### src/hdl/tcw_pkg.sv
// shared types, codes and constants of the text console writer
`default_nettype none

package tcw_pkg;

    localparam int DEF_COLUMNS = 80;
    localparam int DEF_ROWS    = 25;
    localparam int QUEUE_DEPTH = 2;

    localparam int KIND_W  = 2;
    localparam int CHAR_W  = 8;
    localparam int TYPE_W  = 4;
    localparam int ATTR_W  = 8;
    localparam int ROW_W   = 5;
    localparam int COL_W   = 7;
    localparam int POS_W   = 11;
    localparam int CELL_W  = CHAR_W + ATTR_W;

    localparam logic [KIND_W-1:0] KIND_PUT   = 2'd0;
    localparam logic [KIND_W-1:0] KIND_ERASE = 2'd1;
    localparam logic [KIND_W-1:0] KIND_READ  = 2'd2;

    localparam logic [CHAR_W-1:0] NEWLINE_CHAR = 8'h0A;
    localparam logic [CHAR_W-1:0] NULL_CHAR    = 8'h00;
    localparam logic [CHAR_W-1:0] BLANK_CHAR   = 8'h20;
    localparam logic [ATTR_W-1:0] WHITE_ATTR   = 8'h0F;
    localparam logic [CELL_W-1:0] BLANK_CELL   = {WHITE_ATTR, BLANK_CHAR};

    typedef logic [2:0] t_op;
    localparam t_op OP_NOP     = 3'd0;
    localparam t_op OP_NEWLINE = 3'd1;
    localparam t_op OP_PUT     = 3'd2;
    localparam t_op OP_ERASE   = 3'd3;
    localparam t_op OP_READ    = 3'd4;

    typedef struct packed {
        t_op               op;
        logic [CHAR_W-1:0] character;
        logic [ATTR_W-1:0] attr;
        logic [ROW_W-1:0]  read_row;
        logic [COL_W-1:0]  read_col;
    } t_cmd;

    function automatic logic [ATTR_W-1:0] attr_of(input logic [TYPE_W-1:0] color_type);
        logic [ATTR_W-1:0] a;
        case (color_type)
            4'd0:    a = 8'h0F;
            4'd1:    a = 8'h04;
            4'd2:    a = 8'h0E;
            4'd3:    a = 8'h01;
            4'd4:    a = 8'h02;
            4'd5:    a = 8'h03;
            4'd6:    a = 8'h05;
            4'd7:    a = 8'h06;
            4'd8:    a = 8'h07;
            4'd9:    a = 8'h08;
            4'd10:   a = 8'h09;
            4'd11:   a = 8'h0A;
            4'd12:   a = 8'h0B;
            4'd13:   a = 8'h0C;
            4'd14:   a = 8'h0D;
            default: a = WHITE_ATTR;
        endcase
        return a;
    endfunction

endpackage

`default_nettype wire

### src/hdl/tcw_if.sv
// valid/ready channel interfaces for console items and results
`default_nettype none

interface tcw_in_if import tcw_pkg::*; ();
    logic              valid;
    logic              ready;
    logic [KIND_W-1:0] kind;
    logic [CHAR_W-1:0] character;
    logic [TYPE_W-1:0] color_type;
    logic [ROW_W-1:0]  read_row;
    logic [COL_W-1:0]  read_col;

    modport source (output valid, kind, character, color_type, read_row, read_col,
                    input ready);
    modport sink   (input valid, kind, character, color_type, read_row, read_col,
                    output ready);
endinterface


`default_nettype wire

### src/hdl/tcw_front.sv
// front end: accepts items and classifies them into console commands
`default_nettype none

module tcw_front import tcw_pkg::*; (
    tcw_in_if.sink i_item,
    input  wire    i_q_full,
    output logic   o_push,
    output t_cmd   o_cmd
);

    assign i_item.ready = !i_q_full;
    assign o_push       = i_item.valid && !i_q_full;

    always_comb begin
        o_cmd.op        = OP_NOP;
        o_cmd.character = i_item.character;
        o_cmd.attr      = attr_of(i_item.color_type);
        o_cmd.read_row  = i_item.read_row;
        o_cmd.read_col  = i_item.read_col;
        case (i_item.kind)
            KIND_PUT: begin
                if (i_item.character == NEWLINE_CHAR) begin
                    o_cmd.op = OP_NEWLINE;
                end else if (i_item.character != NULL_CHAR) begin
                    o_cmd.op = OP_PUT;
                end
            end
            KIND_ERASE: o_cmd.op = OP_ERASE;
            KIND_READ:  o_cmd.op = OP_READ;
            default:    o_cmd.op = OP_NOP;
        endcase
    end

endmodule

`default_nettype wire

### src/flat_wrapper.sv
// flat-port wrapper written by rule: the top's interface ports become plain ports
module tcw_front_flat import tcw_pkg::*;
  (i_q_full, o_push, o_cmd, i_item_valid, i_item_kind, i_item_character, i_item_color_type, i_item_read_row, i_item_read_col, i_item_ready);
  tcw_in_if i_item_i ();
  input  wire i_q_full;
  output logic o_push;
  output t_cmd o_cmd;
  input wire logic [$bits(i_item_i.valid)-1:0] i_item_valid;
  input wire logic [$bits(i_item_i.kind)-1:0] i_item_kind;
  input wire logic [$bits(i_item_i.character)-1:0] i_item_character;
  input wire logic [$bits(i_item_i.color_type)-1:0] i_item_color_type;
  input wire logic [$bits(i_item_i.read_row)-1:0] i_item_read_row;
  input wire logic [$bits(i_item_i.read_col)-1:0] i_item_read_col;
  output wire logic [$bits(i_item_i.ready)-1:0] i_item_ready;
  assign i_item_i.valid = i_item_valid;
  assign i_item_i.kind = i_item_kind;
  assign i_item_i.character = i_item_character;
  assign i_item_i.color_type = i_item_color_type;
  assign i_item_i.read_row = i_item_read_row;
  assign i_item_i.read_col = i_item_read_col;
  assign i_item_ready = i_item_i.ready;
  tcw_front u_core (.i_item(i_item_i), .i_q_full(i_q_full), .o_push(o_push), .o_cmd(o_cmd));
endmodule
### config.mk
export PLATFORM = sky130hd
export DESIGN_NAME = tcw_front_flat
export DESIGN_NICKNAME = d
export VERILOG_FILES = /design/src/hdl/tcw_pkg.sv /design/src/hdl/tcw_if.sv /design/src/hdl/tcw_front.sv /design/src/flat_wrapper.sv
export SDC_FILE = /design/constraint.sdc
export NUM_CORES = 1
export LEC_CHECK = 0
export ABC_AREA = 1
export BUFFER_PORTS_ARGS = -buffer_cell sky130_fd_sc_hd__buf_4
export CORE_AREA = 2 2 39 41
export DETAILED_ROUTE_END_ITERATION = 10
export DIE_AREA = 0 0 41 43
export MAX_ROUTING_LAYER = met4
export PLACE_DENSITY = 0.93
export SYNTH_ARGS = -nofsm -noshare
export SYNTH_HDL_FRONTEND = slang
export SYNTH_SLANG_ARGS = --single-unit
### constraint.sdc
create_clock -name vclk -period 2.9
set_clock_uncertainty 0.1 [all_clocks]
set_input_delay 0.145 -clock vclk [all_inputs]
set_output_delay 0.145 -clock vclk [all_outputs]
set_load 0.01 [all_outputs]
==> impl_results.md <==
- Antenna-violating nets left: 0
- Remaining Overflow, GRT: 0
- GP Congestion: 0.742
- Worst setup SP type: input port
- Crit path kind: input port to primary output
- Rows: 14
- Simple-gate share of the synthesized area: 0.185
- Initial antenna violation count: 0
- PortBufs: 33
- Yosys warns: 0
- Post-synthesis mux area share: 0
- Largest family of logic cells by synthesized area: buffers and inverters
- Initial core utilization: 0.336
- Layout cells sized above 1: 0.395
- Post-synth cell types: 14
- Highest clock rate: 661 MHz
- Core box area: 1380 µm²
- Layout clock buffers: 0
- Die Span Y: 43 µm
- RSZ-0062 raised after global routing: no
- Hold Crit Class: input port to primary output
- Vias in the first global route: 398
- Top-count cell post-synth: buf_4
- Setup WS post-layout: 1390 ps
- Critical path startpoint: i_item_color_type[0]
- Max rail drop VDD: 0.0000664 V
- Pwr Density: 145 nW/µm²
- Synth cell count leaders: buf_4, nand2_1, nor2_1, ha_1, inv_1
- Synth top area cells: buf_4, ha_1, nand2_1, nor2_1, inv_1
- Mean Syn Cell Area: 6.29 µm²
- Leak: 0.342 nW
- Endpoints failing hold: 0
- Min Tclk post-route: 1510 ps
- Post-CTS Setup Inserts: 0
- ANT cells: 0
- Vias per cell: 4.29
- Hold_buf cts: 0
- DRC Markers: 0
- Total negative slack: 0 ps
- 1st-pass router iterations: 2
- Detailed Route Iter0 Violations: 1
- Seq. cell area: 0 µm²
- First-pass GRT wire length: 1490 µm
- Fin nets: 124
- Post-synth top area share: 0.387
- Worst Path Max Fanout: 4
- Gate Count Post-Synth: 74
- Die W: 41 µm
- Hold Startpoint: i_item_read_col[2]
- Final Setup Violations: 0
- Post-DP HPWL: 829 µm
- Outcome: finished, final reports clean
- Wire per inst: 8.99 µm
- Synth Area in Adders: 0.215
- WP data arrival: 1270 ps
- Post-synthesis compound-gate area fraction: 0.113
- Pwr Total: 0.0816 mW
- Seq cells: 0
- Capturing element type of the critical path: primary output
- Area leader, netlist: buf_4
- WP data required: 2650 ps
- # IOs: 61
- Area grow syn2layout: 21.2%
- Worst slack, placed: 1390 ps
- Tcrit/Tclk final: 0.522
- Sequential area share after synthesis: 0
- Final WL: 917 µm
- Max_cap viols: 0
- Max-slew violation count: 0
- Largest net degree at the start of global routing: 10
- Die area: 1760 µm²
- Synth Area in XOR/XNOR: 0.0188
- Gr usage total: 0.114
- Post-synth design cell area: 465 µm²
- Post-CTS resize count: 0
- DR vias: 438
[stage by stage]
stage,cells,hold WS (ps),cell area [µm²],util
floorplan,77,234,477,-
global placement,102,190,564,0.408
detailed placement,102,190,564,0.408
CTS,102,190,564,0.408
global route,102,190,564,0.408
finish,102,190,564,0.408
[cell families after synthesis]
| logic type | count (synthesis) |
|---|---|
| AOI/OAI and AO/OA | 10 |
| other | 1 |
| and+or+nand+nor | 21 |
| adders and majority gates | 8 |
| buffers and inverters | 33 |
| xor gates and xnor gates | 1 |
[worst paths after layout]
| check | depth (start not counted) | end | slack, ps |
|---|---|---|---|
| hold / removal | 0 | o_cmd[2] | 190 |
| setup / recovery | 8 | o_cmd[13] | 1390 |
[metal layers]
metal	vias up	track usage	share of wire	wire length (µm)
li1	223	-	-	-
met2	25	0.213	0.52	478
met4	0	0.0333	0.026	24
met1	184	0.117	0.33	305
met5	-	-	0	0
met3	6	0.00524	0.12	108
[report_power, final]
| group | switching, mW | leakage, nW | total (mW) | internal [mW] |
|---|---|---|---|---|
| Clock | 0 | 0 | 0 | 0 |
| Sequential | 0 | 0 | 0 | 0 |
| Combinational | 0.0389 | 0.342 | 0.0816 | 0.0428 |
[worst max-delay path: stages]
cell and delay, ps:
buf_4 90, inv_1 70, ha_1 300, inv_1 60, ha_1 180, o21ai_0 160
nand3_1 100, buf_4 160
[cell type report]
cell class                 instances  area, µm²
multi-input combinational         44        263
tap                               16       20.0
inverter                           9       33.8
fill                             149        820
timing repair buffer              33        248
[cell usage in the layout, fill, tap and decap left out, drive strengths merged]
cell type / netlist / layout
a21oi: 4 / 4
buf: 24 / 33
conb: 1 / 4
ha: 8 / 8
inv: 9 / 9
nand2: 9 / 9
nand3: 1 / 1
nand3b: 1 / 1
nor2: 9 / 9
nor2b: 1 / 1
o211ai: 1 / 1
o21ai: 5 / 5
xnor2: 1 / 1
Power figures use the tool's default switching activity.
