### src/hdl/tcw_pkg.sv
// shared types, codes and constants of the text console writer
`default_nettype none

package tcw_pkg;

    localparam int DEF_COLUMNS = 80;
    localparam int DEF_ROWS    = 25;
    localparam int QUEUE_DEPTH = 2;

    localparam int KIND_W  = 2;
    localparam int CHAR_W  = 8;
    localparam int TYPE_W  = 4;
    localparam int ATTR_W  = 8;
    localparam int ROW_W   = 5;
    localparam int COL_W   = 7;
    localparam int POS_W   = 11;
    localparam int CELL_W  = CHAR_W + ATTR_W;

    localparam logic [KIND_W-1:0] KIND_PUT   = 2'd0;
    localparam logic [KIND_W-1:0] KIND_ERASE = 2'd1;
    localparam logic [KIND_W-1:0] KIND_READ  = 2'd2;

    localparam logic [CHAR_W-1:0] NEWLINE_CHAR = 8'h0A;
    localparam logic [CHAR_W-1:0] NULL_CHAR    = 8'h00;
    localparam logic [CHAR_W-1:0] BLANK_CHAR   = 8'h20;
    localparam logic [ATTR_W-1:0] WHITE_ATTR   = 8'h0F;
    localparam logic [CELL_W-1:0] BLANK_CELL   = {WHITE_ATTR, BLANK_CHAR};

    typedef logic [2:0] t_op;
    localparam t_op OP_NOP     = 3'd0;
    localparam t_op OP_NEWLINE = 3'd1;
    localparam t_op OP_PUT     = 3'd2;
    localparam t_op OP_ERASE   = 3'd3;
    localparam t_op OP_READ    = 3'd4;

    typedef struct packed {
        t_op               op;
        logic [CHAR_W-1:0] character;
        logic [ATTR_W-1:0] attr;
        logic [ROW_W-1:0]  read_row;
        logic [COL_W-1:0]  read_col;
    } t_cmd;

    function automatic logic [ATTR_W-1:0] attr_of(input logic [TYPE_W-1:0] color_type);
        logic [ATTR_W-1:0] a;
        case (color_type)
            4'd0:    a = 8'h0F;
            4'd1:    a = 8'h04;
            4'd2:    a = 8'h0E;
            4'd3:    a = 8'h01;
            4'd4:    a = 8'h02;
            4'd5:    a = 8'h03;
            4'd6:    a = 8'h05;
            4'd7:    a = 8'h06;
            4'd8:    a = 8'h07;
            4'd9:    a = 8'h08;
            4'd10:   a = 8'h09;
            4'd11:   a = 8'h0A;
            4'd12:   a = 8'h0B;
            4'd13:   a = 8'h0C;
            4'd14:   a = 8'h0D;
            default: a = WHITE_ATTR;
        endcase
        return a;
    endfunction

endpackage

`default_nettype wire

### src/hdl/tcw_queue.sv
// short command queue between the front end and the execution unit
`default_nettype none

module tcw_queue import tcw_pkg::*; (
    input  wire  i_clk,
    input  wire  i_rst_n,
    input  wire  i_push,
    input  t_cmd i_cmd,
    output logic o_full,
    input  wire  i_pop,
    output logic o_valid,
    output t_cmd o_cmd
);

    localparam int PW = (QUEUE_DEPTH > 1) ? $clog2(QUEUE_DEPTH) : 1;
    localparam int CNT_W = $clog2(QUEUE_DEPTH + 1);

    t_cmd             r_slot [QUEUE_DEPTH];
    logic [PW-1:0]    r_wptr, n_wptr;
    logic [PW-1:0]    r_rptr, n_rptr;
    logic [CNT_W-1:0] r_count, n_count;
    logic             do_push, do_pop;

    assign o_full  = (r_count == CNT_W'(QUEUE_DEPTH));
    assign o_valid = (r_count != '0);
    assign o_cmd   = r_slot[r_rptr];
    assign do_push = i_push && !o_full;
    assign do_pop  = i_pop && o_valid;

    always_comb begin
        n_wptr  = r_wptr;
        n_rptr  = r_rptr;
        n_count = r_count;
        if (do_push) begin
            n_wptr = (r_wptr == PW'(QUEUE_DEPTH - 1)) ? '0 : r_wptr + 1'b1;
        end
        if (do_pop) begin
            n_rptr = (r_rptr == PW'(QUEUE_DEPTH - 1)) ? '0 : r_rptr + 1'b1;
        end
        if (do_push && !do_pop) begin
            n_count = r_count + 1'b1;
        end else if (do_pop && !do_push) begin
            n_count = r_count - 1'b1;
        end
    end

    always_ff @(posedge i_clk) begin
        if (!i_rst_n) begin
            r_wptr  <= '0;
            r_rptr  <= '0;
            r_count <= '0;
        end else begin
            r_wptr  <= n_wptr;
            r_rptr  <= n_rptr;
            r_count <= n_count;
        end
    end

    always_ff @(posedge i_clk) begin
        if (do_push) begin
            r_slot[r_wptr] <= i_cmd;
        end
    end

endmodule

`default_nettype wire

### config.mk
export PLATFORM = sky130hd
export DESIGN_NAME = tcw_queue
export DESIGN_NICKNAME = d
export VERILOG_FILES = /design/src/hdl/tcw_pkg.sv /design/src/hdl/tcw_queue.sv
export SDC_FILE = /design/constraint.sdc
export NUM_CORES = 1
export LEC_CHECK = 0
export BUFFER_PORTS_ARGS = -buffer_cell sky130_fd_sc_hd__buf_2
export CAP_MARGIN = 20
export CORE_MARGIN = 2
export CORE_UTILIZATION = 35
export DETAILED_ROUTE_END_ITERATION = 10
export GPL_TIMING_DRIVEN = 0
export SYNTH_ARGS = -nofsm -noshare
export SYNTH_HDL_FRONTEND = slang
export SYNTH_SLANG_ARGS = --single-unit
### constraint.sdc
create_clock -name i_clk -period 2.4 [get_ports i_clk]
set_input_delay 0.24 -clock i_clk [delete_from_list [all_inputs] [get_ports i_clk]]
set_output_delay 0.24 -clock i_clk [all_outputs]
set_load 0.005 [all_outputs]
==> results.yml <==
cts:
  cts_resized: 0
  clkSinkCount: 67
  clk_pin_slew_ps: 70
  htreeDepth: 3
  root_buffer: "clkbuf_8"
  cts-buffers-inserted: 9
  cts_hold_buffers: 0
  clockBufferDepth: 2
  clk_latency_ps: 330
  post-cts-setup-buffers: 0
  cts_tree: "yes"
setup_path:
  rr_worst_depth: 2
  r2r_end: "r_slot[1][21]"
  end_kind: "output port"
  rr_startpoint: "r_count[0]"
  start_kind: "flop"
  crit_path_max_fanout: 10
  path_class: "reg2out"
  worstPathRequired_ps: 2160
  ff2ff_setup_slack_ps: 720
  cp.arrival_ps: 1520
timing:
  fin_ws_ps: 641
  skew_ps: 4.77
  relSlewSlack: 0.483
  tightestPinTransition_ps: 775
  hold_ws_ps: 95.4
  slew_viol_final: 0
  finalCritPeriodShare: 0.733
  fmax_mhz: 568
  setup_violations: 0
  rsz0062_at_grt: "no"
  hold_viol_final: 0
  final.min_clock_period_ps: 1760
synthesis:
  yosysTopAreaCellShare: 0.756
  yosysMostFrequentCell: "edfxtp_1"
  synth_area_mm2: 0.00246
  synth_area_per_cell_um2: 20.4
  synth-seq-cells: 67
  synth_edf_count: 62
  ys_types: 21
  syn_inst: 121
  ys.flop_type: "edfxtp_1"
  synth_common_cells: "62 x edfxtp_1, 31 x mux2_2, 5 x dfxtp_1"
  synth_warnings: 0
  synth_largest_area_cell: "edfxtp_1"
  synthTopCellsByArea: "edfxtp_1 76%, mux2_2 14%, dfxtp_1 4.1%"
  yosysSeqAreaShare: 0.797
  synthArstFlopShare: 0
  synth_fp_nets: 157
placement:
  hpwl_um: 2840
  gp_congestion: 0.670
  io_buffers: 67
  place_ws_ps: 657
detailed_routing:
  dr.first_iter.drc_count: 40
  post_drt_via_cell_ratio: 4.41
  num_vias: 1332
  wl_per_cell_um: 14.1
  drtPass1Iterations: 4
  post-route-drc-count: 0
  wl_um: 4250
  postRouteAntennaNets: 0
final_layout:
  multi_input_area_um2: 485
  diodes: 0
  drive_above_1_share: 0.587
  final_nets: 237
  synthToLayoutAreaGrowth_pct: 27.5
  num-fill-cells: 605
  regArea_mm2: 0.00196
die:
  pin_count: 68
  dieArea_mm2: 0.00772
  start_util: 0.362
  dieHeight_um: 87.9
  die_x_um: 87.9
  fp-row-count: 30
  coreArea_mm2: 0.00679
power:
  irDropWorstVdd_v: 0.000502
  p_total_mw: 3.18
  power.leakage_nw: 1.19
  power.density_mw_per_mm2: 1010
status:
  outcome: "finished, final reports clean"
job:
  cap_violations: 0
global_route:
  grt_pass1_vias: 1383
  grt_pass1_wl_um: 6430
  grt_max_degree: 32
  grtUsageTotal: 0.117
  grt-ovfl-total: 0
  antenna_found_initial: 0
min_path:
  hp-start: "i_cmd[28]"
  min_to: "r_slot[0][28]"
  hold_depth: 1
  hp-class: "in2reg"
==> layer usage <==
layer,GRT usage,wire length [um]
met1,0.131,1810
met2,0.193,2100
met3,0.0283,208
met4,0.0895,129
met5,0,0
==> final cells by class <==
class	count	share of cell area
buffer	3	0.00478
sequential	67	0.625
tap	96	0.0383
timing repair buffer	69	0.116
clock inverter	6	0.0179
inverter	2	0.00239
multi-input combinational	49	0.155
clock buffer	10	0.0407
==> state kept, by name, summed over array words and instances, names as in the netlist, named ones only <==
signal   count
r_count      2
r_rptr       1
r_wptr       1
r_slot      62
==> logic make-up (layout without fill, tap and decap cells) <==
kind of cell | count (synthesis) | after routing | share of synthesized area
DFF | 67 | 67 | 0.797
xor gates and xnor gates | 3 | 3 | 0.0107
muxes | 31 | 31 | 0.142
and+or+nand+nor | 9 | 9 | 0.0234
buffers and inverters | 5 | 90 | 0.00914
AOI/OAI and AO/OA | 5 | 5 | 0.0132
adders and majority gates | 1 | 1 | 0.00508
==> through the flow <==
stage / instances / setup TNS, ps / utilization / instance area (um^2)
floorplan: 121 / 0 / - / 2460
global placement: 284 / -22790 / 0.429 / 2920
detailed placement: 286 / 0 / 0.435 / 2960
CTS: 302 / 0 / 0.462 / 3140
global route: 302 / 0 / 0.462 / 3140
finish: 302 / 0 / 0.462 / 3140
==> where the power goes <==
| group | switching (mW) | internal, mW | total, mW |
|---|---|---|---|
| registers | 0.0549 | 1.47 | 1.53 |
| logic | 0.362 | 0.420 | 0.782 |
| clock network | 0.397 | 0.471 | 0.867 |
==> worst max path at each step <==
stage                     from  depth (start not counted)       endpoint  slack, ps
floorplan           r_count[0]                          3   r_slot[0][0]        150
global placement    r_count[0]                          3  r_slot[0][28]       -720
detailed placement  r_count[0]                          4  r_slot[0][11]        660
CTS                       flop                          3       o_cmd[0]        570
global route              flop                          3       o_cmd[3]        550
finish                    flop                          3       o_cmd[0]        640
==> critical path: stages, from the launching register on <==
cell	delay, ps
dfxtp_1	390
buf_2	300
mux2_2	380
buf_2	130
==> cells in the final DEF, fill, tap and decap left out <==
cell type / n
xnor2_1: 2
a21boi_1: 1
clkbuf_8: 9
clkinv_1: 1
nor2_1: 1
edfxtp_1: 62
o21a_1: 1
buf_8: 2
o21ai_1: 1
clkinvlp_4: 1
inv_1: 1
or3_1: 1
nor3_4: 1
ha_1: 1
clkbuf_1: 1
bufinv_16: 1
dfxtp_1: 5
a21boi_0: 1
mux2_2: 31
or2_2: 1
and2_1: 3
xor2_1: 1
o21ai_0: 1
buf_2: 70
and3_2: 1
clkinv_2: 3
inv_2: 1
nand2b_1: 1
Power figures use the tool's default switching activity.
